$ cat config.mk
export PLATFORM = sky130hd
export DESIGN_NAME = isi_cell
export DESIGN_NICKNAME = d
export VERILOG_FILES = /design/src/rtl/core/isi_pkg.sv /design/src/rtl/core/isi_cell.sv
export SDC_FILE = /design/constraint.sdc
export NUM_CORES = 1
export LEC_CHECK = 0
export BUFFER_PORTS_ARGS = -buffer_cell sky130_fd_sc_hd__buf_2
export CORE_ASPECT_RATIO = 1.2
export CORE_MARGIN = 4
export CORE_UTILIZATION = 58
export CTS_CLUSTER_SIZE = 30
export DETAILED_ROUTE_END_ITERATION = 8
export PLACE_DENSITY = 0.95
export SLEW_MARGIN = 20
export SYNTH_ARGS = -nofsm -noshare
export SYNTH_HDL_FRONTEND = slang
export SYNTH_SLANG_ARGS = --single-unit
$ cat constraint.sdc
create_clock -name clk_i -period 7.5 [get_ports clk_i]
set_clock_uncertainty 0.1 [all_clocks]
set_input_delay 1.125 -clock clk_i [delete_from_list [all_inputs] [get_ports clk_i]]
set_output_delay 1.125 -clock clk_i [all_outputs]
set_load 0.05 [all_outputs]
$ cat src/rtl/core/isi_pkg.sv
// ----------------------------------------------------------------------------
// Interval set package
// Types, codes and sizes shared by the interval set cells and control.
// ----------------------------------------------------------------------------
`default_nettype none

package isi_pkg;

  localparam int CAPACITY = 16;
  localparam int IDX_W    = $clog2(CAPACITY);
  localparam int CNT_W    = $clog2(CAPACITY + 1);
  localparam int VAL_W    = 32;
  localparam int RIDX_W   = 4;
  localparam int SCNT_W   = 5;

  typedef enum logic {
    FUNC_INSERT = 1'b0,
    FUNC_READ   = 1'b1
  } func_e;

  typedef enum logic [2:0] {
    ST_INSERTED = 3'd0,
    ST_MERGED   = 3'd1,
    ST_COVERED  = 3'd2,
    ST_FULL     = 3'd3,
    ST_READ     = 3'd4
  } status_e;

  typedef enum logic [1:0] {
    S_IDLE,
    S_APPLY,
    S_COLLAPSE
  } state_e;

  typedef enum logic [2:0] {
    OP_HOLD,
    OP_LOAD,
    OP_SHIFT_UP,
    OP_SHIFT_DN,
    OP_MERGE,
    OP_ABSORB
  } cell_op_e;

  typedef struct packed {
    logic signed [VAL_W-1:0] first_val;
    logic signed [VAL_W-1:0] last_val;
  } range_t;

  typedef struct packed {
    logic covered;
    logic touch;
    logic below;
  } cell_flags_t;

  typedef struct packed {
    func_e                   func;
    logic signed [VAL_W-1:0] range_first;
    logic signed [VAL_W-1:0] range_last;
    logic [RIDX_W-1:0]       read_index;
  } req_t;

  typedef struct packed {
    status_e                 status;
    logic signed [VAL_W-1:0] entry_first;
    logic signed [VAL_W-1:0] entry_last;
    logic                    entry_valid;
    logic [SCNT_W-1:0]       stored_count;
  } rsp_t;

endpackage

`default_nettype wire

$ cat src/rtl/core/isi_cell.sv
// ----------------------------------------------------------------------------
// Interval set cell
// Holds one stored range, compares it with the probe range and takes a new
// value from itself, its neighbors or the probe as the control orders.
// ----------------------------------------------------------------------------
`default_nettype none

module isi_cell (
  input  wire logic                clk_i,
  input  wire isi_pkg::cell_op_e   op_i,
  input  wire isi_pkg::range_t     key_i,
  input  wire isi_pkg::range_t     prev_i,
  input  wire isi_pkg::range_t     next_i,
  output isi_pkg::range_t          entry_o,
  output isi_pkg::cell_flags_t     flags_o
);

  localparam logic signed [isi_pkg::VAL_W:0] ONE_X = 1;

  isi_pkg::range_t ent_q, ent_d;
  logic signed [isi_pkg::VAL_W:0] s_x, e_x, f_x, l_x;

  // Adjacency needs one bit of headroom, so the touch test works at 33 bits.
  assign s_x = {ent_q.first_val[isi_pkg::VAL_W-1], ent_q.first_val};
  assign e_x = {ent_q.last_val[isi_pkg::VAL_W-1], ent_q.last_val};
  assign f_x = {key_i.first_val[isi_pkg::VAL_W-1], key_i.first_val};
  assign l_x = {key_i.last_val[isi_pkg::VAL_W-1], key_i.last_val};

  assign flags_o.covered = (ent_q.first_val <= key_i.first_val) &&
                           (key_i.last_val <= ent_q.last_val);
  assign flags_o.touch   = (s_x <= l_x + ONE_X) && (e_x + ONE_X >= f_x);
  assign flags_o.below   = ent_q.last_val < key_i.first_val;

  always_comb begin
    ent_d = ent_q;
    case (op_i)
      isi_pkg::OP_HOLD:     ent_d = ent_q;
      isi_pkg::OP_LOAD:     ent_d = key_i;
      isi_pkg::OP_SHIFT_UP: ent_d = prev_i;
      isi_pkg::OP_SHIFT_DN: ent_d = next_i;
      isi_pkg::OP_MERGE: begin
        if (key_i.first_val < ent_q.first_val) ent_d.first_val = key_i.first_val;
        if (key_i.last_val > ent_q.last_val)   ent_d.last_val  = key_i.last_val;
      end
      isi_pkg::OP_ABSORB: begin
        if (next_i.last_val > ent_q.last_val)  ent_d.last_val  = next_i.last_val;
      end
      default:              ent_d = ent_q;
    endcase
  end

  always_ff @(posedge clk_i) begin
    ent_q <= ent_d;
  end

  assign entry_o = ent_q;

endmodule

`default_nettype wire

* After elaboration in Yosys (flattened, before gate mapping)
Cells that the tools add are included.
W data, S select, Z words.
** Storage, ports and cells
- Bits in registers :: 64
- Input port bits :: 196
- Output and inout bits :: 67
- Logic and storage cells :: 31
** Operators by class
- $add $sub $neg :: 2
- Order comparisons :: 8
- Equality and inequality tests :: 8
- Muxes and demuxes :: 5
- Reduce and logical (&&, ||, !) cells :: 6
** Operators by type and width (number)
- $pmux W32 S5 :: 1
- $pmux W32 S4 :: 1
- $mux W32 :: 3
- $add A32 B2 Y33 const B :: 2
- $gt A32 B32 Y1 :: 2
- $le A32 B32 Y1 :: 2
- $lt A32 B32 Y1 :: 2
- $ge A33 B32 Y1 :: 1
- $le A32 B33 Y1 :: 1
- $eq A3 B2 Y1 const B :: 2
- $eq A3 B3 Y1 const B :: 2
- $ne A2 B2 Y1 const B :: 3
- $reduce_bool A5 Y1 :: 1
- $reduce_bool A4 Y1 :: 1
- $eq A3 B1 Y1 const B :: 1
- $reduce_and A3 Y1 :: 1
- $logic_and A1 B1 Y1 :: 2
- $reduce_and A2 Y1 :: 1

* Longest topological paths before layout
- Depth after elaboration :: 3
- Depth in mapped cells :: 16
- Depth with buffers taken out :: 16

* Worst setup path after synthesis
OpenSTA, ideal clock, no wires.
- Path type :: in2out
- Start :: input key_i[4] (netlist name)
- End :: output flags_o[1] (netlist name)
- Arrival :: 4.813 ns
- Required time :: 6.275 ns
- Slack :: 1.462 ns
- Stages on the path :: 16
- Cell sequence :: and3_1 and2_1 nand4_1 nor3_1 nand4_1 nor2_1 nand3_1 xor2_1 ha_1 a21o_1 a21o_1 a21oi_1 o21ai_0 a211oi_1 a211o_1 nor3b_1
** RTL lines
- start, declared :: line isi_cell.sv:11 : input wire isi_pkg::range_t key_i,
- end, declared :: line isi_cell.sv:15 : output isi_pkg::cell_flags_t flags_o

==> results.toml <==
[power]
p_leak_nw = 5.491
p_int_w = 0.001018
switching_share_pct = 41.55
power_frac_clock_pct = 26.7
pwr-share-seq_pct = 29.1
ir_drop_uv = 115.2
combinationalPowerShare_pct = 44.2
switchingPower_w = 0.0007234
p_per_area_nw_per_um2 = 164.5

[routing]
drtPass1Iterations = 5
route.detailed.drc = 0
wl_mm = 29.27
ant_nets = 0
wire_per_inst_um = 19.56
vias = 9127
drt_iter0_markers = 557
via_per_inst = 6.101

[cts]
clkSlewWorstSetupHoldPaths_ps = 60
cts.sinks = 64
post_cts_buffers = 0
clk_path_buf_depth = 2
ctsHoldBuffers = 0
cts_tree = "yes"
cts_resized = 0
ctsRootBufferMaster = "clkbuf_16"
h-tree-depth = 3
cts_made_buffers = 9
clkLatencyLatePin_ps = 360

[cells_and_area]
synthToLayoutAreaGrowth_pct = 21.31
finalNonFillerCells = 1496
nFillCells = 1166
largest_reg_flops = 64
drive_gt1_share_pct = 22.70
nets = 1682

[timing]
whs_ps = 953.8
slew_viol_final = 0
hold_viol_final = 0
max_freq_ghz = 0.1553
period_share_pct = 85.88
fin_crit_ps = 6441
setup-violations-final = 0
max_slew_margin_pct = 42.24
setup_slack_ps = 1059
tightest_slew_ps = 866.4
finalSetupTns_ps = 0
rsz0062_at_grt = "false"

[yosys]
syn_area_um2 = 8726
syn-num-nets = 1423
seq_area_frac_synth_pct = 22.02
yosys_warnings = 0
synth_edf_count = 64
synth.distinct_cells = 51
ys_async_sr_fraction_pct = 0
avgSynthCellArea_um2 = 8.464
ys_ff_latch = 64
syn_inst = 1031
ys.flop_type = "edfxtp_1"

[floorplan]
dieWidth_um = 120.0
fp-row-count = 48
die_height_um = 142.4
pin_count = 263
start_util_pct = 59.79
core_um2 = 14590
dieArea_um2 = 17080

[place]
io_buffer_count = 262
place_ws_ps = 1217
dp.cells = 1479
gp_congestion = 0.9396
dp_hpwl_mm = 23.96

[job]
drv_cap = 0

[worst_setup_path]
worst-path-buf-inv = 2
slowest_stage = "nor3_1"
arrival_ps = 5220
crit_chain = "buf_2 -> and3_1 -> and2_1 -> nand4_1 -> nor3_1 -> nand4_1 -> nor2_1 -> nand3_1 -> xor2_1 -> ha_1 -> a21o_1 -> a21o_1 -> a21oi_1 -> o21ai_0 -> a211oi_1 -> a211o_1 -> nor3b_1 -> buf_2"
crit_path_end_kind = "primary output"
worstPathMaxFanout = 6
path_delay_family = "simple AND/OR/NAND/NOR gates"
worstPathRequired_ps = 6270
critical_path_class = "in -> out"
start_kind = "primary input"
cp_slowest_stage_delay_ps = 550

[outcome]
status = "finished, final reports clean"

[global_routing]
antenna_found_initial = 1
grt_pass1_wl_mm = 44.92
grt_util_all_layers_pct = 33.42
grt_max_degree = 50
grt_pass1_vias = 9269
grt-ovfl-total = 0

[min_path]
hold_class = "in -> reg"
[tightest hold or removal path: cells and delay by family]
kind                   cells  cell delay [ps]
buffers and inverters      1               70
and+or+nand+nor            1               60
AOI/OAI and AO/OA          1               50
[Yosys cell counts (20+ instances only)]
cell	instances	area share, %
mux2i_1	33	3.8
nand2_1	122	5.2
a21oi_1	58	3.3
inv_1	111	4.8
xor2_1	20	2.0
o21ai_0	61	3.5
edfxtp_1	64	22
a22oi_1	32	2.8
nor2_1	41	1.8
xnor2_1	40	4.0
ha_1	196	28
nand3_1	37	2.1
nand4_1	52	3.7
a21o_1	44	3.8
[path summary, 6_finish.rpt]
kind	startpoint	to	slack (ps)	depth (start not counted)
worst min register to register	entry_o[63]$_DFFE_PP_	entry_o[54]$_DFFE_PP_	1530	4
worst max-delay path	key_i[2]	flags_o[1]	1060	18
worst min-delay path	prev_i[0]	entry_o[0]$_DFFE_PP_	950	3
worst max register to register	entry_o[14]$_DFFE_PP_	entry_o[20]$_DFFE_PP_	3650	10
[cell families after synthesis]
family | after synthesis | share of synthesized area [%]
compound gates | 232 | 16.76
xor+xnor | 60 | 6.022
fa+ha+maj | 196 | 28.10
buf+inv | 131 | 5.635
flops | 64 | 22.02
mux | 33 | 3.786
simple gates | 315 | 17.67
[per-stage QoR]
stage	power (W)	util [%]	area, um2
2_1_floorplan	0.001009	-	8726
3_3_place_gp	0.001232	70.36	10270
3_5_place_dp	0.001262	70.36	10270
4_1_cts	0.001732	72.51	10580
5_1_grt	0.001841	72.51	10580
6_report	0.001741	72.53	10590
[per-layer routing]
metal | vias up | global-route usage, % | routed length, um
li1 | 4312 | - | -
met1 | 4236 | 35.13 | 10510
met2 | 443 | 60.89 | 14930
met3 | 136 | 5.169 | 1858
met4 | 0 | 23.22 | 1960
met5 | - | 0 | 0
[final cells by class]
| type | count | area [um2] | share of cell area (%) |
|---|---|---|---|
| Clock inverter | 5 | 81.33 | 0.7683 |
| Multi-Input combinational cell | 836 | 6324 | 59.74 |
| Timing Repair Buffer | 268 | 1356 | 12.81 |
| Antenna cell | 1 | 2.502 | 0.02364 |
| Clock buffer | 11 | 232.7 | 2.199 |
| Inverter | 111 | 416.7 | 3.936 |
| Tap cell | 200 | 250.2 | 2.364 |
| Sequential cell | 64 | 1922 | 18.16 |
[power by group through the flow]
stage	Combinational, W	Clock (W)	Sequential, W
after CTS	0.000763	0.000465	0.000504
after global placement	0.000721	0	0.000511
after detailed placement	0.000751	0	0.000511
final	0.000770	0.000465	0.000506
after floorplan	0.000392	0	0.000617
after global routing	0.000849	0.000482	0.000510
[cells in the final DEF, fill, tap and decap left out, types with 33 or more instances in the layout]
master,instances
buf_2,262
ha_1,196
nand2_1,122
inv_1,111
edfxtp_1,64
o21ai_0,61
a21oi_1,58
nand4_1,52
a21o_1,44
xnor2_1,40
nor2_1,39
nand3_1,37
mux2i_1,33
(Power assumes the default switching activity.)
