[config.mk]
export PLATFORM = sky130hd
export DESIGN_NAME = isi_ctrl
export DESIGN_NICKNAME = d
export VERILOG_FILES = /design/src/rtl/core/isi_pkg.sv /design/src/rtl/core/isi_ctrl.sv
export SDC_FILE = /design/constraint.sdc
export NUM_CORES = 1
export LEC_CHECK = 0
export ABC_AREA = 1
export BUFFER_PORTS_ARGS = -buffer_cell sky130_fd_sc_hd__buf_4
export CAP_MARGIN = 20
export CORE_AREA = 3 3 540 542
export CTS_BUF_LIST = sky130_fd_sc_hd__clkbuf_4 sky130_fd_sc_hd__clkbuf_8 sky130_fd_sc_hd__clkbuf_16
export CTS_CLUSTER_SIZE = 12
export DETAILED_ROUTE_END_ITERATION = 7
export DIE_AREA = 0 0 543 545
export PLACE_DENSITY = 0.3
export SLEW_MARGIN = 10
export SYNTH_ARGS = -nofsm -noshare
export SYNTH_HDL_FRONTEND = slang
export SYNTH_SLANG_ARGS = --single-unit
[constraint.sdc]
create_clock -name clk_i -period 4.75 [get_ports clk_i]
set_input_delay 0.7125 -clock clk_i [delete_from_list [all_inputs] [get_ports clk_i]]
set_output_delay 0.7125 -clock clk_i [all_outputs]
set_load 0.05 [all_outputs]
[src/rtl/core/isi_pkg.sv]
// ----------------------------------------------------------------------------
// Interval set package
// Types, codes and sizes shared by the interval set cells and control.
// ----------------------------------------------------------------------------
`default_nettype none

package isi_pkg;

  localparam int CAPACITY = 16;
  localparam int IDX_W    = $clog2(CAPACITY);
  localparam int CNT_W    = $clog2(CAPACITY + 1);
  localparam int VAL_W    = 32;
  localparam int RIDX_W   = 4;
  localparam int SCNT_W   = 5;

  typedef enum logic {
    FUNC_INSERT = 1'b0,
    FUNC_READ   = 1'b1
  } func_e;

  typedef enum logic [2:0] {
    ST_INSERTED = 3'd0,
    ST_MERGED   = 3'd1,
    ST_COVERED  = 3'd2,
    ST_FULL     = 3'd3,
    ST_READ     = 3'd4
  } status_e;

  typedef enum logic [1:0] {
    S_IDLE,
    S_APPLY,
    S_COLLAPSE
  } state_e;

  typedef enum logic [2:0] {
    OP_HOLD,
    OP_LOAD,
    OP_SHIFT_UP,
    OP_SHIFT_DN,
    OP_MERGE,
    OP_ABSORB
  } cell_op_e;

  typedef struct packed {
    logic signed [VAL_W-1:0] first_val;
    logic signed [VAL_W-1:0] last_val;
  } range_t;

  typedef struct packed {
    logic covered;
    logic touch;
    logic below;
  } cell_flags_t;

  typedef struct packed {
    func_e                   func;
    logic signed [VAL_W-1:0] range_first;
    logic signed [VAL_W-1:0] range_last;
    logic [RIDX_W-1:0]       read_index;
  } req_t;

  typedef struct packed {
    status_e                 status;
    logic signed [VAL_W-1:0] entry_first;
    logic signed [VAL_W-1:0] entry_last;
    logic                    entry_valid;
    logic [SCNT_W-1:0]       stored_count;
  } rsp_t;

endpackage

`default_nettype wire

[src/rtl/core/isi_ctrl.sv]
// ----------------------------------------------------------------------------
// Interval set control
// Sequences one item: latches the cell flags, orders the cell row, keeps
// the range count and forms the result beat.
// ----------------------------------------------------------------------------
`default_nettype none

module isi_ctrl (
  input  wire logic                 clk_i,
  input  wire logic                 rst_ni,
  input  wire logic                 start_i,
  input  wire isi_pkg::req_t        req_i,
  input  wire isi_pkg::range_t      key_in_i,
  input  wire isi_pkg::range_t      entries_i [isi_pkg::CAPACITY],
  input  wire isi_pkg::cell_flags_t flags_i [isi_pkg::CAPACITY],
  output logic                      busy_o,
  output isi_pkg::range_t           key_o,
  output isi_pkg::cell_op_e         ops_o [isi_pkg::CAPACITY],
  output logic                      strobe_o,
  output isi_pkg::rsp_t             rsp_o
);

  localparam int CAP = isi_pkg::CAPACITY;

  isi_pkg::state_e              state_q, state_d;
  isi_pkg::func_e               func_q;
  logic [isi_pkg::RIDX_W-1:0]   idx_q;
  isi_pkg::range_t              rng_q;
  logic [CAP-1:0]               valid, mrg_now, below_now, cov_now;
  logic [CAP-1:0]               mrg_q, below_q, below_prev;
  logic                         cov_q, any_q, accept;
  logic [isi_pkg::IDX_W-1:0]    lo_q, lo_d;
  logic [isi_pkg::CNT_W-1:0]    gone_q, gone_now, count_q, count_d;
  isi_pkg::rsp_t                rsp_q, rsp_d;
  logic                         strobe_q, strobe_d;
  isi_pkg::range_t              rd_entry;
  logic                         rd_ok;
  int                           ones;

  assign accept = start_i && (state_q == isi_pkg::S_IDLE);
  assign busy_o = (state_q != isi_pkg::S_IDLE);
  assign key_o  = (state_q == isi_pkg::S_IDLE) ? key_in_i : rng_q;

  always_comb begin
    for (int i = 0; i < CAP; i++) begin
      valid[i]     = isi_pkg::CNT_W'(i) < count_q;
      mrg_now[i]   = flags_i[i].touch && valid[i];
      below_now[i] = flags_i[i].below && valid[i];
      cov_now[i]   = flags_i[i].covered && valid[i];
    end
  end

  // Lowest merging cell; merging cells always form one contiguous run.
  always_comb begin
    lo_d = '0;
    for (int i = CAP - 1; i >= 0; i--) begin
      if (mrg_now[i]) lo_d = isi_pkg::IDX_W'(i);
    end
  end

  assign ones     = $countones(mrg_now);
  assign gone_now = (ones == 0) ? '0 : isi_pkg::CNT_W'(ones - 1);
  assign any_q    = |mrg_q;
  assign below_prev = {below_q[CAP-2:0], 1'b1};

  always_comb begin
    rd_entry = '0;
    for (int i = 0; i < CAP; i++) begin
      if (int'(idx_q) == i) rd_entry = entries_i[i];
    end
    rd_ok = int'(idx_q) < int'(count_q);
  end

  always_comb begin
    state_d = state_q;
    case (state_q)
      isi_pkg::S_IDLE: begin
        if (accept) state_d = isi_pkg::S_APPLY;
      end
      isi_pkg::S_APPLY: begin
        if ((func_q == isi_pkg::FUNC_INSERT) && !cov_q && any_q && (gone_q != '0)) begin
          state_d = isi_pkg::S_COLLAPSE;
        end else begin
          state_d = isi_pkg::S_IDLE;
        end
      end
      isi_pkg::S_COLLAPSE: begin
        if (gone_q == isi_pkg::CNT_W'(1)) state_d = isi_pkg::S_IDLE;
      end
      default: state_d = isi_pkg::S_IDLE;
    endcase
  end

  always_comb begin
    for (int i = 0; i < CAP; i++) ops_o[i] = isi_pkg::OP_HOLD;
    count_d  = count_q;
    strobe_d = 1'b0;
    rsp_d    = '0;
    case (state_q)
      isi_pkg::S_IDLE: begin
        strobe_d = 1'b0;
      end
      isi_pkg::S_APPLY: begin
        if (func_q == isi_pkg::FUNC_READ) begin
          strobe_d     = 1'b1;
          rsp_d.status = isi_pkg::ST_READ;
          if (rd_ok) begin
            rsp_d.entry_first = rd_entry.first_val;
            rsp_d.entry_last  = rd_entry.last_val;
            rsp_d.entry_valid = 1'b1;
          end
        end else if (cov_q) begin
          strobe_d     = 1'b1;
          rsp_d.status = isi_pkg::ST_COVERED;
        end else if (any_q) begin
          ops_o[lo_q]  = isi_pkg::OP_MERGE;
          strobe_d     = (gone_q == '0);
          rsp_d.status = isi_pkg::ST_MERGED;
        end else if (count_q >= isi_pkg::CNT_W'(CAP)) begin
          strobe_d     = 1'b1;
          rsp_d.status = isi_pkg::ST_FULL;
        end else begin
          // The first cell not below the new range takes it, the rest move up.
          for (int i = 0; i < CAP; i++) begin
            if (below_q[i]) begin
              ops_o[i] = isi_pkg::OP_HOLD;
            end else if (below_prev[i]) begin
              ops_o[i] = isi_pkg::OP_LOAD;
            end else begin
              ops_o[i] = isi_pkg::OP_SHIFT_UP;
            end
          end
          count_d      = count_q + 1'b1;
          strobe_d     = 1'b1;
          rsp_d.status = isi_pkg::ST_INSERTED;
        end
      end
      isi_pkg::S_COLLAPSE: begin
        // The head absorbs its successor's end and the tail closes the gap.
        for (int i = 0; i < CAP; i++) begin
          if (isi_pkg::IDX_W'(i) == lo_q) begin
            ops_o[i] = isi_pkg::OP_ABSORB;
          end else if (isi_pkg::IDX_W'(i) > lo_q) begin
            ops_o[i] = isi_pkg::OP_SHIFT_DN;
          end
        end
        count_d      = count_q - 1'b1;
        strobe_d     = (gone_q == isi_pkg::CNT_W'(1));
        rsp_d.status = isi_pkg::ST_MERGED;
      end
      default: strobe_d = 1'b0;
    endcase
    rsp_d.stored_count = isi_pkg::SCNT_W'(count_d);
  end

  always_ff @(posedge clk_i or negedge rst_ni) begin
    if (!rst_ni) begin
      state_q  <= isi_pkg::S_IDLE;
      count_q  <= '0;
      strobe_q <= 1'b0;
    end else begin
      state_q  <= state_d;
      count_q  <= count_d;
      strobe_q <= strobe_d;
    end
  end

  always_ff @(posedge clk_i) begin
    if (accept) begin
      func_q  <= req_i.func;
      idx_q   <= req_i.read_index;
      rng_q   <= key_in_i;
      mrg_q   <= mrg_now;
      below_q <= below_now;
      cov_q   <= |cov_now;
      lo_q    <= lo_d;
      gone_q  <= gone_now;
    end else if (state_q == isi_pkg::S_COLLAPSE) begin
      gone_q  <= gone_q - 1'b1;
    end
    rsp_q <= rsp_d;
  end

  assign strobe_o = strobe_q;
  assign rsp_o    = rsp_q;

endmodule

`default_nettype wire

Word-level counts from Yosys, hierarchy flattened --
Cells that the tools add are included.
Storage, ports and cells: logic and storage cells 306, flip-flop bits (word level) 192, input bits 1208
Cells by class: add/subtract/negate cells 19, order comparisons 36, reduce and logical (&&, ||, !) cells 70, eq/ne operators 35, bitwise operators 2, muxes and demuxes 124
Operator list (number):
- $mux 64 | 17
- $mux 48 | 3
- $mux 2 | 54
- $pmux 48 s2 | 1
- $mux 3 | 22
- $logic_and 1x1->1 | 53
- $mux 46 | 1
- $lt 4x5->1 const A | 8
- $mux 5 | 7
- $eq 4x4->1 const A | 8
- $eq 4x4->1 const B | 8
- $gt 4x4->1 const A | 8
- $logic_not 32->1 | 1
- $mux 4 | 8
- $reduce_or 16->1 | 2
- $lt 3x5->1 const A | 4
- $add 1x1->2 | 8
- $eq 3x4->1 const A | 4
- $eq 4x3->1 const B | 4
- $gt 3x4->1 const A | 4
- $sub 5x1->5 const B | 3
- $add 2x2->3 | 4
- $demux 3 s4 | 1
- $ge 5x5->1 const B | 2
- other kinds (35) | 51

Logic depth before layout (Yosys ltp) --
Gate-level depths: netlist (run 1).
word-level depth 17, mapped depth 25, gate-level depth less buffers 24

Least setup slack after synthesis (run 1) --
OpenSTA, ideal clock, no wires.
path type register to register, start point register count_q[2] (netlist name), end point register gone_q[0] (netlist name) (data pin), clock period less this slack 4788 ps, setup slack -38 ps, setup time 369 ps, stages on the path, launching flop included 21, path buffers 1, data arrival time 4420 ps, cell sequence dfrtp_1 > buf_2 > inv_1 > nand2_1 > nor2_1 > nand2_1 > nand2_1 > inv_1 > fa_1 > fa_1 > fa_1 > fa_1 > ha_1 > inv_1 > fa_1 > ha_1 > nand3_1 > nor2_1 > inv_1 > nand3_1 > o21ai_0
On the way: cells in the longest elaborated chain, start to end 9, elaborated cells between the ends (all ways) 51, classes of those cells add/sub: 16; order compare: 16; mux: 2; reduce/logical: 17
Ends and longest elaborated chain:
- start: declaration | RTL line isi_ctrl.sv:33 | logic [isi_pkg::CNT_W-1:0] gone_q, gone_now, count_q, count_d;
- start signal: assignment | RTL line isi_ctrl.sv:163 | count_q <= count_d;
- $lt 1x5->1 (*) | RTL line isi_ctrl.sv:46 | valid[i] = isi_pkg::CNT_W'(i) < count_q;
- $logic_and 1x1->1 (*) | RTL line isi_ctrl.sv:47 | mrg_now[i] = flags_i[i].touch && valid[i];
- via mrg_now[0] | RTL line isi_ctrl.sv:29 | logic [CAP-1:0] valid, mrg_now, below_now, cov_now;
- $add 1x1->2 (implied by the code) (*) | RTL line isi_ctrl.sv:61 | assign ones = $countones(mrg_now);
- $add 2x2->3 (implied by the code) (*) | RTL line isi_ctrl.sv:61
- $add 3x3->4 (implied by the code) (*) | RTL line isi_ctrl.sv:61
- $add 4x4->5 (implied by the code) (*) | RTL line isi_ctrl.sv:61
- $sub 5x1->5 / $logic_not 32->1 (equally long branches) | RTL line isi_ctrl.sv:62 | assign gone_now = (ones == 0) ? '0 : isi_pkg::CNT_W'(ones - 1);
- $mux 5 (*) | RTL line isi_ctrl.sv:62
- $mux 5 (*) | RTL line isi_ctrl.sv:169 | if (accept) begin
- end signal: assignment | RTL line isi_ctrl.sv:177 | gone_q <= gone_now;
- end signal: assignment | RTL line isi_ctrl.sv:179 | gone_q <= gone_q - 1'b1;
- end: declaration | RTL line isi_ctrl.sv:33
The timed path passes the listed nets; every way through them passes the cells marked *. A chain may end at the register's enable or synchronous reset.

Final worst setup path (run 1) --
start point register count_q[4] (netlist name), end point register gone_q[3] (netlist name) (data pin)
On the way: cells in the longest elaborated chain, start to end 9, elaborated cells between the ends (all ways) 51, classes of those cells add/sub: 16; order compare: 16; mux: 2; reduce/logical: 17
Ends and longest elaborated chain (RTL line):
- $lt 3x5->1 (*) | isi_ctrl.sv:46
- $logic_and 1x1->1 (*) | isi_ctrl.sv:47
- via mrg_now[5] | isi_ctrl.sv:29
- $add 1x1->2 (implied by the code) (*) | isi_ctrl.sv:61
- $add 2x2->3 (implied by the code) (*) | isi_ctrl.sv:61
- $add 3x3->4 (implied by the code) (*) | isi_ctrl.sv:61
- $add 4x4->5 (implied by the code) (*) | isi_ctrl.sv:61
- $sub 5x1->5 / $logic_not 32->1 (equally long branches) | isi_ctrl.sv:62
- $mux 5 (*) | isi_ctrl.sv:62
- $mux 5 (*) | isi_ctrl.sv:169
Marks and branches as above.

==> load_flow_metrics.sql, run 1 <==
INSERT INTO impl_metrics (metric_group, metric, value, unit) VALUES
('status', 'run_status', 'completed', ''),
('grt', 'grt_total_usage', '0.133', ''),
('power_and_ir_drop', 'ir_drop', '725', 'uV'),
('logic_synthesis', 'mapped_cell_area', '16500', 'sq um'),
('worst_hold_path', 'hold_wc_path_type', 'input port to flop', ''),
('critical_path', 'regToRegStartpoint', 'count_q[4]', ''),
('clock_network', 'cts.reportedPaths.clkPinSlew', '100', 'ps'),
('grt', 'grt_overflow', '0', ''),
('grt', 'antenna_found_initial', '93', ''),
('place', 'port_buffer_count', '1329', ''),
('floorplanning', 'fp.coreArea', '287000', 'sq um'),
('clock_network', 'cts_max_path_buffers', '3', ''),
('route', 'wl_per_cell', '25.9', 'microns'),
('floorplanning', 'number_of_ports_placed_on_the_die_boundary', '1395', ''),
('clock_network', 'clock_latency_late_sink', '590', 'ps'),
('critical_path', 'worst_path_most_repeated_cell', 'sky130_fd_sc_hd__fa_1', ''),
('timing', 'tightest_slew', '953', 'ps'),
('critical_path', 'worstSetupStartpointType', 'flop', ''),
('route', 'detail-route-antenna-nets', '0', ''),
('finish', 'syn2layout_area_growth', '98.9', '%'),
('floorplanning', 'start_util', '0.0574', ''),
('timing', 'fin_skew', '41.0', 'ps'),
('route', 'viasPerCell', '3.15', ''),
('critical_path', 'r2r-end', 'gone_q[3]', ''),
('logic_synthesis', 'post-synth-top-area-fraction', '0.232', ''),
('logic_synthesis', 'syn-num-nets', '4076', ''),
('timing', 'fmax', '0.218', 'GHz'),
('logic_synthesis', 'synth_cells', '2840', ''),
('worst_hold_path', 'hold_end', 'func_q', ''),
('worst_hold_path', 'holdPathStages', '1', ''),
('timing', 'maxSlewViolCount', '0', ''),
('floorplanning', 'fp.dieW', '543', 'microns'),
('critical_path', 'worst_ep_required_time', '5080', 'ps'),
('floorplanning', 'die_area', '296000', 'sq um'),
('critical_path', 'timing.setup.critical_path_class', 'flop to flop', ''),
('logic_synthesis', 'yosys.area.top_type', 'sky130_fd_sc_hd__nand2_1', ''),
('clock_network', 'cts-buffers-inserted', '25', ''),
('route', 'detailedRoute.firstIterationViolations', '1494', ''),
('logic_synthesis', 'leading_cell_types_by_total_area_after_synthesis', 'sky130_fd_sc_hd__nand2_1, sky130_fd_sc_hd__edfxtp_1, sky130_fd_sc_hd__nor2_1', ''),
('critical_path', 'crit_path_max_fanout', '4', ''),
('clock_network', 'clk_root_buffer_cell', 'sky130_fd_sc_hd__clkbuf_16', ''),
('floorplanning', 'floorplan.rows', '197', ''),
('timing', 'grt_setup_unrepaired', 'yes', ''),
('route', 'first_pass_iters', '5', ''),
('grt', 'grt_pass1_vias', '26118', ''),
('power_and_ir_drop', 'power.density', '461', 'nW/um^2'),
('timing', 'timing.final.hold_violations', '0', ''),
('logic_synthesis', 'synth.distinct_cells', '45', ''),
('route', 'wirelength', '207', 'mm'),
('floorplanning', 'die_h', '545', 'microns'),
('timing', 'min_period_over_period', '0.967', ''),
('clock_network', 'cts.sinks', '192', ''),
('logic_synthesis', 'yosys_warnings', '0', ''),
('worst_hold_path', 'hold_start', 'req_i[68]', ''),
('route', 'route.vias.total', '25176', ''),
('critical_path', 'worst_path_max_delay_cell', 'sky130_fd_sc_hd__fa_2', ''),
('timing', 'setup_viol', '0', ''),
('clock_network', 'cts_tree', 'yes', ''),
('timing', 'final_sum_of_negative_setup_slack', '0', 'ps'),
('critical_path', 'critPathArrivalTime', '4920', 'ps'),
('run', 'maxCapViolCount', '0', ''),
('power_and_ir_drop', 'totalPowerFinal', '15.1', 'mW'),
('clock_network', 'htree_levels', '4', ''),
('critical_path', 'end_kind', 'flop', ''),
('critical_path', 'rrSetupSlack', '160', 'ps'),
('critical_path', 'r2r_worst_path_depth', '20', ''),
('timing', 'slew_headroom', '0.365', ''),
('grt', 'wire_length_of_the_first_global_routing_pass', '260', 'mm'),
('critical_path', 'critPathMaxStageDelay', '550', 'ps'),
('timing', 'fin_crit', '4590', 'ps'),
('place', 'finalWeightedCongestion', '0.927', ''),
('finish', 'drive_above_1_share', '0.375', ''),
('route', 'post-route-drc-count', '0', ''),
('place', 'place.detailed.hpwl', '181', 'mm'),
('logic_synthesis', 'syn_avg_cell_area', '5.81', 'sq um'),
('logic_synthesis', 'postSynthRegisterBits', '192', ''),
('critical_path', 'timing.critical_path.cells', 'inv_2 > nand2_4 > inv_4 > buf_4 > nand2_2 > nand2_2 > inv_2 > fa_1 > fa_1 > fa_1 > fa_1 > ha_2 > inv_2 > fa_2 > ha_4 > nand3_4 > nor2_4 > nor2_1 > nand2_1 > o21ai_1', ''),
('grt', 'maximum_number_of_pins_on_one_net_before_global_route_repair', '69', ''),
('power_and_ir_drop', 'power_leakage', '15.3', 'nW'),
('logic_synthesis', 'synth-seq-area-share', '0.303', ''),
('finish', 'nNetsFinal', '5430', '');
==> cell families (layout without fill, tap and decap cells) <==
family / Yosys count / count (layout) / share of synthesized area
fa+ha+maj: 28 / 28 / 0.0258
buf+inv: 464 / 1824 / 0.110
simple gates: 1961 / 1961 / 0.498
other cells: 1 / 17 / 0.000227
flops: 192 / 192 / 0.303
xor+xnor: 4 / 4 / 0.00213
compound gates: 190 / 190 / 0.0606
==> worst max-delay path: cells and delay by family (launching register included) <==
family / cells / cell delay [ps]
compound gates: 1 / 60
buf+inv: 5 / 420
fa+ha+maj: 7 / 2860
simple gates: 7 / 540
flops: 1 / 440
==> stage by stage <==
stage          utilization  hold slack [ps]  cells  instance area (sq um)  setup slack, ps
2_1_floorplan            -              417   2840                  16500             11.3
3_3_place_gp         0.111              507   7938                  31800             -255
3_5_place_dp         0.111              517   7938                  31800             -156
4_1_cts              0.114              215   7979                  32700             2.45
5_1_grt              0.114              239   7987                  32800            -42.3
6_report             0.114              297   7997                  32800              158
==> registers in the layout, summed over array words and instances, names as in the netlist, 2 cells and up <==
register  count
gone_q        5
state_q       2
idx_q         4
count_q       5
rng_q        64
lo_q          4
below_q      16
rsp_o        73
mrg_q        16
==> placed cells by master (no fill, tap or decap), drive strengths merged, types with 16 or more instances in the layout <==
cell type / n
a21oi: 112
buf: 1466
clkbuf: 26
dfxtp: 73
diode: 16
edfxtp: 111
ha: 18
inv: 322
nand2: 1024
nand3: 155
nand4: 192
nor2: 549
o21ai: 59
or2: 21
==> how the worst max path moves through the flow <==
stage	start	to	slack, ps	cells after the start
finish	count_q[4]	gone_q[3]	160	20
detailed placement	count_q[4]	gone_q[0]	-160	22
global route	count_q[4]	gone_q[3]	-40	22
floorplan	count_q[4]	gone_q[0]	10	20
CTS	count_q[4]	gone_q[3]	2	20
global placement	count_q[2]	gone_q[3]	-250	22
==> what timing repair did <==
item,in CTS,in global routing
pin swaps,17,21
gates resized for setup,32,23
endpoints found under the hold margin,8,0
hold buffers,1,0
endpoints found under the setup margin,4,5
setup buffers,8,2
==> cell usage after synthesis <==
master / n
sky130_fd_sc_hd__o2111ai_1: 1
sky130_fd_sc_hd__nor4_1: 7
sky130_fd_sc_hd__and3_1: 1
sky130_fd_sc_hd__buf_1: 11
sky130_fd_sc_hd__fa_1: 10
sky130_fd_sc_hd__nor2_1: 537
sky130_fd_sc_hd__nand2_4: 3
sky130_fd_sc_hd__a31oi_1: 4
sky130_fd_sc_hd__and2_1: 3
sky130_fd_sc_hd__o22a_1: 1
sky130_fd_sc_hd__inv_2: 7
sky130_fd_sc_hd__or2_0: 16
sky130_fd_sc_hd__a21oi_1: 112
sky130_fd_sc_hd__buf_4: 7
sky130_fd_sc_hd__dfrtp_1: 8
sky130_fd_sc_hd__clkinv_1: 1
sky130_fd_sc_hd__ha_1: 18
sky130_fd_sc_hd__nand2_1: 1020
sky130_fd_sc_hd__o21ai_1: 2
sky130_fd_sc_hd__a221oi_1: 2
sky130_fd_sc_hd__nand3_1: 155
sky130_fd_sc_hd__xor2_1: 3
sky130_fd_sc_hd__xnor2_1: 1
sky130_fd_sc_hd__o31ai_1: 1
sky130_fd_sc_hd__nand2_2: 1
sky130_fd_sc_hd__a21o_1: 1
sky130_fd_sc_hd__dfxtp_1: 73
sky130_fd_sc_hd__a22oi_1: 2
sky130_fd_sc_hd__nand4_1: 192
sky130_fd_sc_hd__a21boi_0: 3
sky130_fd_sc_hd__nand3b_1: 1
sky130_fd_sc_hd__nor2_4: 6
sky130_fd_sc_hd__clkbuf_1: 85
sky130_fd_sc_hd__conb_1: 1
sky130_fd_sc_hd__inv_1: 316
sky130_fd_sc_hd__edfxtp_1: 111
sky130_fd_sc_hd__nor3b_1: 1
sky130_fd_sc_hd__o21bai_1: 2
sky130_fd_sc_hd__buf_2: 37
sky130_fd_sc_hd__o21a_1: 2
sky130_fd_sc_hd__nor3_1: 7
sky130_fd_sc_hd__o21ai_0: 57
sky130_fd_sc_hd__or2_1: 1
sky130_fd_sc_hd__or2_2: 4
sky130_fd_sc_hd__nor2_2: 6
==> routing by layer <==
layer / global-route usage / routed length, microns / up-vias
met4: 0.0372 / 5630 / 38
met5: 0 / 244 / -
met2: 0.242 / 105000 / 1290
met1: 0.150 / 80300 / 11937
li1: - / - / 11711
met3: 0.0406 / 16600 / 200
==> cell type report <==
cell class	instances	area [sq um]
timing repair buffer	1467	11100
antenna	16	40.0
clock inverter	7	88.8
clock buffer	26	639
fill	34084	255000
sequential	192	5000
inverter	324	1230
tap	3781	4730
multi-input combinational	2184	9920
==> report_power, final <==
part           switching (mW)  internal [mW]
Clock                   0.935           1.07
Combinational            6.83           3.79
Sequential              0.230           2.28
(Power assumes the default switching activity.)
==> inputs of run 2 (changes only) <==
CELL_PAD_IN_SITES_DETAIL_PLACEMENT = 1   (was default)
CELL_PAD_IN_SITES_GLOBAL_PLACEMENT = 2   (was default)
CORE_AREA = 3 3 537 539   (was 3 3 540 542)
DIE_AREA = 0 0 540 542   (was 0 0 543 545)
PLACE_DENSITY = 0.44   (was 0.3)
==> run 2 against run 1 <==
Compared with the run above:
- hold slack improved by 10 ps
- clock-buffer cell count rose by 1
- register-to-register slack got worse by 100 ps
- cell count barely moved
- largest cell class unchanged
==> load_flow_metrics.sql, run 2 (synthesis gave the netlist of run 1 again) <==
INSERT INTO impl_metrics (metric_group, metric, value, unit) VALUES
('grt', 'grt_pass1_vias', '27407', ''),
('place', 'postPlaceCellArea', '31800', 'sq um'),
('critical_path', 'critPathMaxStageDelay', '560', 'ps'),
('clock_network', 'clock_latency_late_sink', '590', 'ps'),
('route', 'wl_per_cell', '26.6', 'microns'),
('grt', 'grtUsageMet2', '0.265', ''),
('clock_network', 'cts.reportedPaths.clkPinSlew', '100', 'ps'),
('clock_network', 'cts.sinks', '192', ''),
('timing', 'fmax', '0.213', 'GHz'),
('power_and_ir_drop', 'power.density', '462', 'nW/um^2'),
('place', 'place.detailed.hpwl', '185', 'mm'),
('finish', 'number_of_flip_flops_under_the_largest_register_name', '73', ''),
('run', 'maxCapViolCount', '0', ''),
('clock_network', 'cts-buffers-inserted', '25', ''),
('critical_path', 'worst_ep_required_time', '5030', 'ps'),
('place', 'port_buffer_count', '1329', ''),
('critical_path', 'critPathArrivalTime', '4970', 'ps'),
('floorplanning', 'fp.dieW', '540', 'microns'),
('timing', 'slew_headroom', '0.283', ''),
('route', 'route.vias.total', '24971', ''),
('grt', 'wire_length_of_the_first_global_routing_pass', '272', 'mm'),
('power_and_ir_drop', 'ir_drop', '496', 'uV'),
('route', 'post-route-drc-count', '0', ''),
('timing', 'fin_skew', '42.9', 'ps'),
('route', 'first_pass_iters', '5', ''),
('timing', 'tightest_slew', '1080', 'ps'),
('timing', 'fin_crit', '4690', 'ps'),
('place', 'place_inst', '7923', ''),
('critical_path', 'end_kind', 'flop', ''),
('timing', 'min_period_over_period', '0.988', ''),
('floorplanning', 'floorplan.rows', '196', ''),
('critical_path', 'worst_path_max_delay_cell', 'sky130_fd_sc_hd__fa_2', ''),
('grt', 'grt_overflow', '0', ''),
('critical_path', 'rrSetupSlack', '60', 'ps'),
('route', 'wirelength', '213', 'mm'),
('floorplanning', 'fp.coreArea', '284000', 'sq um'),
('finish', 'syn2layout_area_growth', '99.8', '%'),
('finish', 'final_design_area_no_fill', '32900', 'sq um'),
('finish', 'nNetsFinal', '5444', ''),
('clock_network', 'cts_max_path_buffers', '3', ''),
('power_and_ir_drop', 'power_leakage', '15.3', 'nW'),
('grt', 'maximum_number_of_pins_on_one_net_before_global_route_repair', '65', ''),
('status', 'run_status', 'completed', ''),
('timing', 'maxSlewViolCount', '0', ''),
('finish', 'layout.cells.most_common', 'sky130_fd_sc_hd__buf_4', ''),
('floorplanning', 'number_of_ports_placed_on_the_die_boundary', '1395', ''),
('grt', 'grt_total_usage', '0.140', ''),
('grt', 'global_route.usage.met1', '0.152', ''),
('floorplanning', 'die_h', '542', 'microns'),
('timing', 'grt_setup_unrepaired', 'yes', ''),
('worst_hold_path', 'holdPathStages', '1', ''),
('grt', 'met3_usage', '0.0402', ''),
('critical_path', 'timing.setup.critical_path_class', 'flop to flop', ''),
('critical_path', 'crit_path_max_fanout', '5', ''),
('worst_hold_path', 'hold_wc_path_type', 'input port to flop', ''),
('clock_network', 'cts_tree', 'yes', ''),
('timing', 'setup_viol', '0', ''),
('floorplanning', 'start_util', '0.0580', ''),
('route', 'detailedRoute.firstIterationViolations', '1129', ''),
('timing', 'timing.final.hold_violations', '0', ''),
('clock_network', 'clk_root_buffer_cell', 'sky130_fd_sc_hd__clkbuf_16', ''),
('grt', 'antenna_found_initial', '74', ''),
('finish', 'drive_above_1_share', '0.379', ''),
('finish', 'finish.cell_count_without_fillers', '8001', ''),
('floorplanning', 'die_area', '293000', 'sq um'),
('route', 'viasPerCell', '3.12', ''),
('route', 'detail-route-antenna-nets', '0', ''),
('critical_path', 'r2r_worst_path_depth', '19', ''),
('finish', 'commonest_non_fill_non_tap_cells_in_the_layout', 'sky130_fd_sc_hd__buf_4, sky130_fd_sc_hd__nand2_1, sky130_fd_sc_hd__nor2_1, sky130_fd_sc_hd__inv_1, sky130_fd_sc_hd__nand4_1', ''),
('critical_path', 'worstSetupStartpointType', 'flop', ''),
('critical_path', 'timing.critical_path.cells', 'buf_6 > nor2_4 > buf_6 > inv_4 > nand2_4 > inv_4 > fa_1 > fa_1 > fa_2 > fa_1 > ha_2 > inv_2 > fa_2 > ha_4 > nand3_4 > nor2_4 > nor2_1 > nand2_1 > o21ai_1', ''),
('place', 'finalWeightedCongestion', '0.903', ''),
('clock_network', 'htree_levels', '4', ''),
('grt', 'grt-busiest-layer', 'met2', ''),
('critical_path', 'worst_path_most_repeated_cell', 'sky130_fd_sc_hd__fa_1', '');
-- run 2: worst paths after layout --
kind	endpoint	start
worst min-delay path	func_q	req_i[68]
max in group asynchronous	count_q[0]	rst_ni
worst max register to register	gone_q[3]	count_q[2]
worst min register to register	state_q[1]	state_q[1]
worst max-delay path	gone_q[3]	count_q[2]
min in group asynchronous	strobe_o	rst_ni
-- run 2: critical path: cells and delay by family, from the launching register on --
kind	cells	cell delay, ps
buffers and inverters	5	380
AOI/OAI and AO/OA	1	80
DFF	1	480
and+or+nand+nor	6	530
adders and majority gates	7	2930
-- run 2: layer usage --
layer / part of all wire / up-vias / wire length, microns
li1: - / 11747 / -
met1: 0.38 / 11990 / 81400
met2: 0.53 / 1051 / 113000
met3: 0.069 / 159 / 14800
met4: 0.019 / 24 / 3950
met5: 0.00073 / - / 156
-- run 2: timing repair --
item                                    in CTS  in global routing
resized for setup                           50                 15
hold buffers                                 1                  0
endpoints found under the setup margin       5                  5
hold endpoints to repair                     8                  0
setup buffers                               17                  3
pin swaps                                   22                 16
-- run 2: final cells by class --
cell class | instances | area (sq um)
inverter | 324 | 1240
multi-input combinational | 2184 | 9930
tap | 3762 | 4710
clock buffer | 27 | 653
timing repair buffer | 1481 | 11300
sequential | 192 | 5000
clock inverter | 6 | 41.3
fill | 34732 | 252000
antenna | 25 | 62.6
-- run 2: where the power goes --
part	total, mW	leakage (nW)	internal [mW]	switching (mW)
clock	1.98	0.337	0.989	0.993
combinational	10.8	13.2	3.88	6.88
sequential	2.50	1.74	2.28	0.212
total	15.2	15.3	7.15	8.08
-- run 2: metrics by stage --
step,hold slack (ps),utilization,setup slack (ps),TNS (ps),power [mW]
finish,308,0.116,58.1,0,15.2
global route,242,0.116,-141,-535,16.6
CTS,227,0.115,-121,-381,15.3
detailed placement,525,0.112,-325,-1220,12.7
global placement,501,0.112,-307,-1100,12.8
floorplan,417,-,11.3,0,7.48
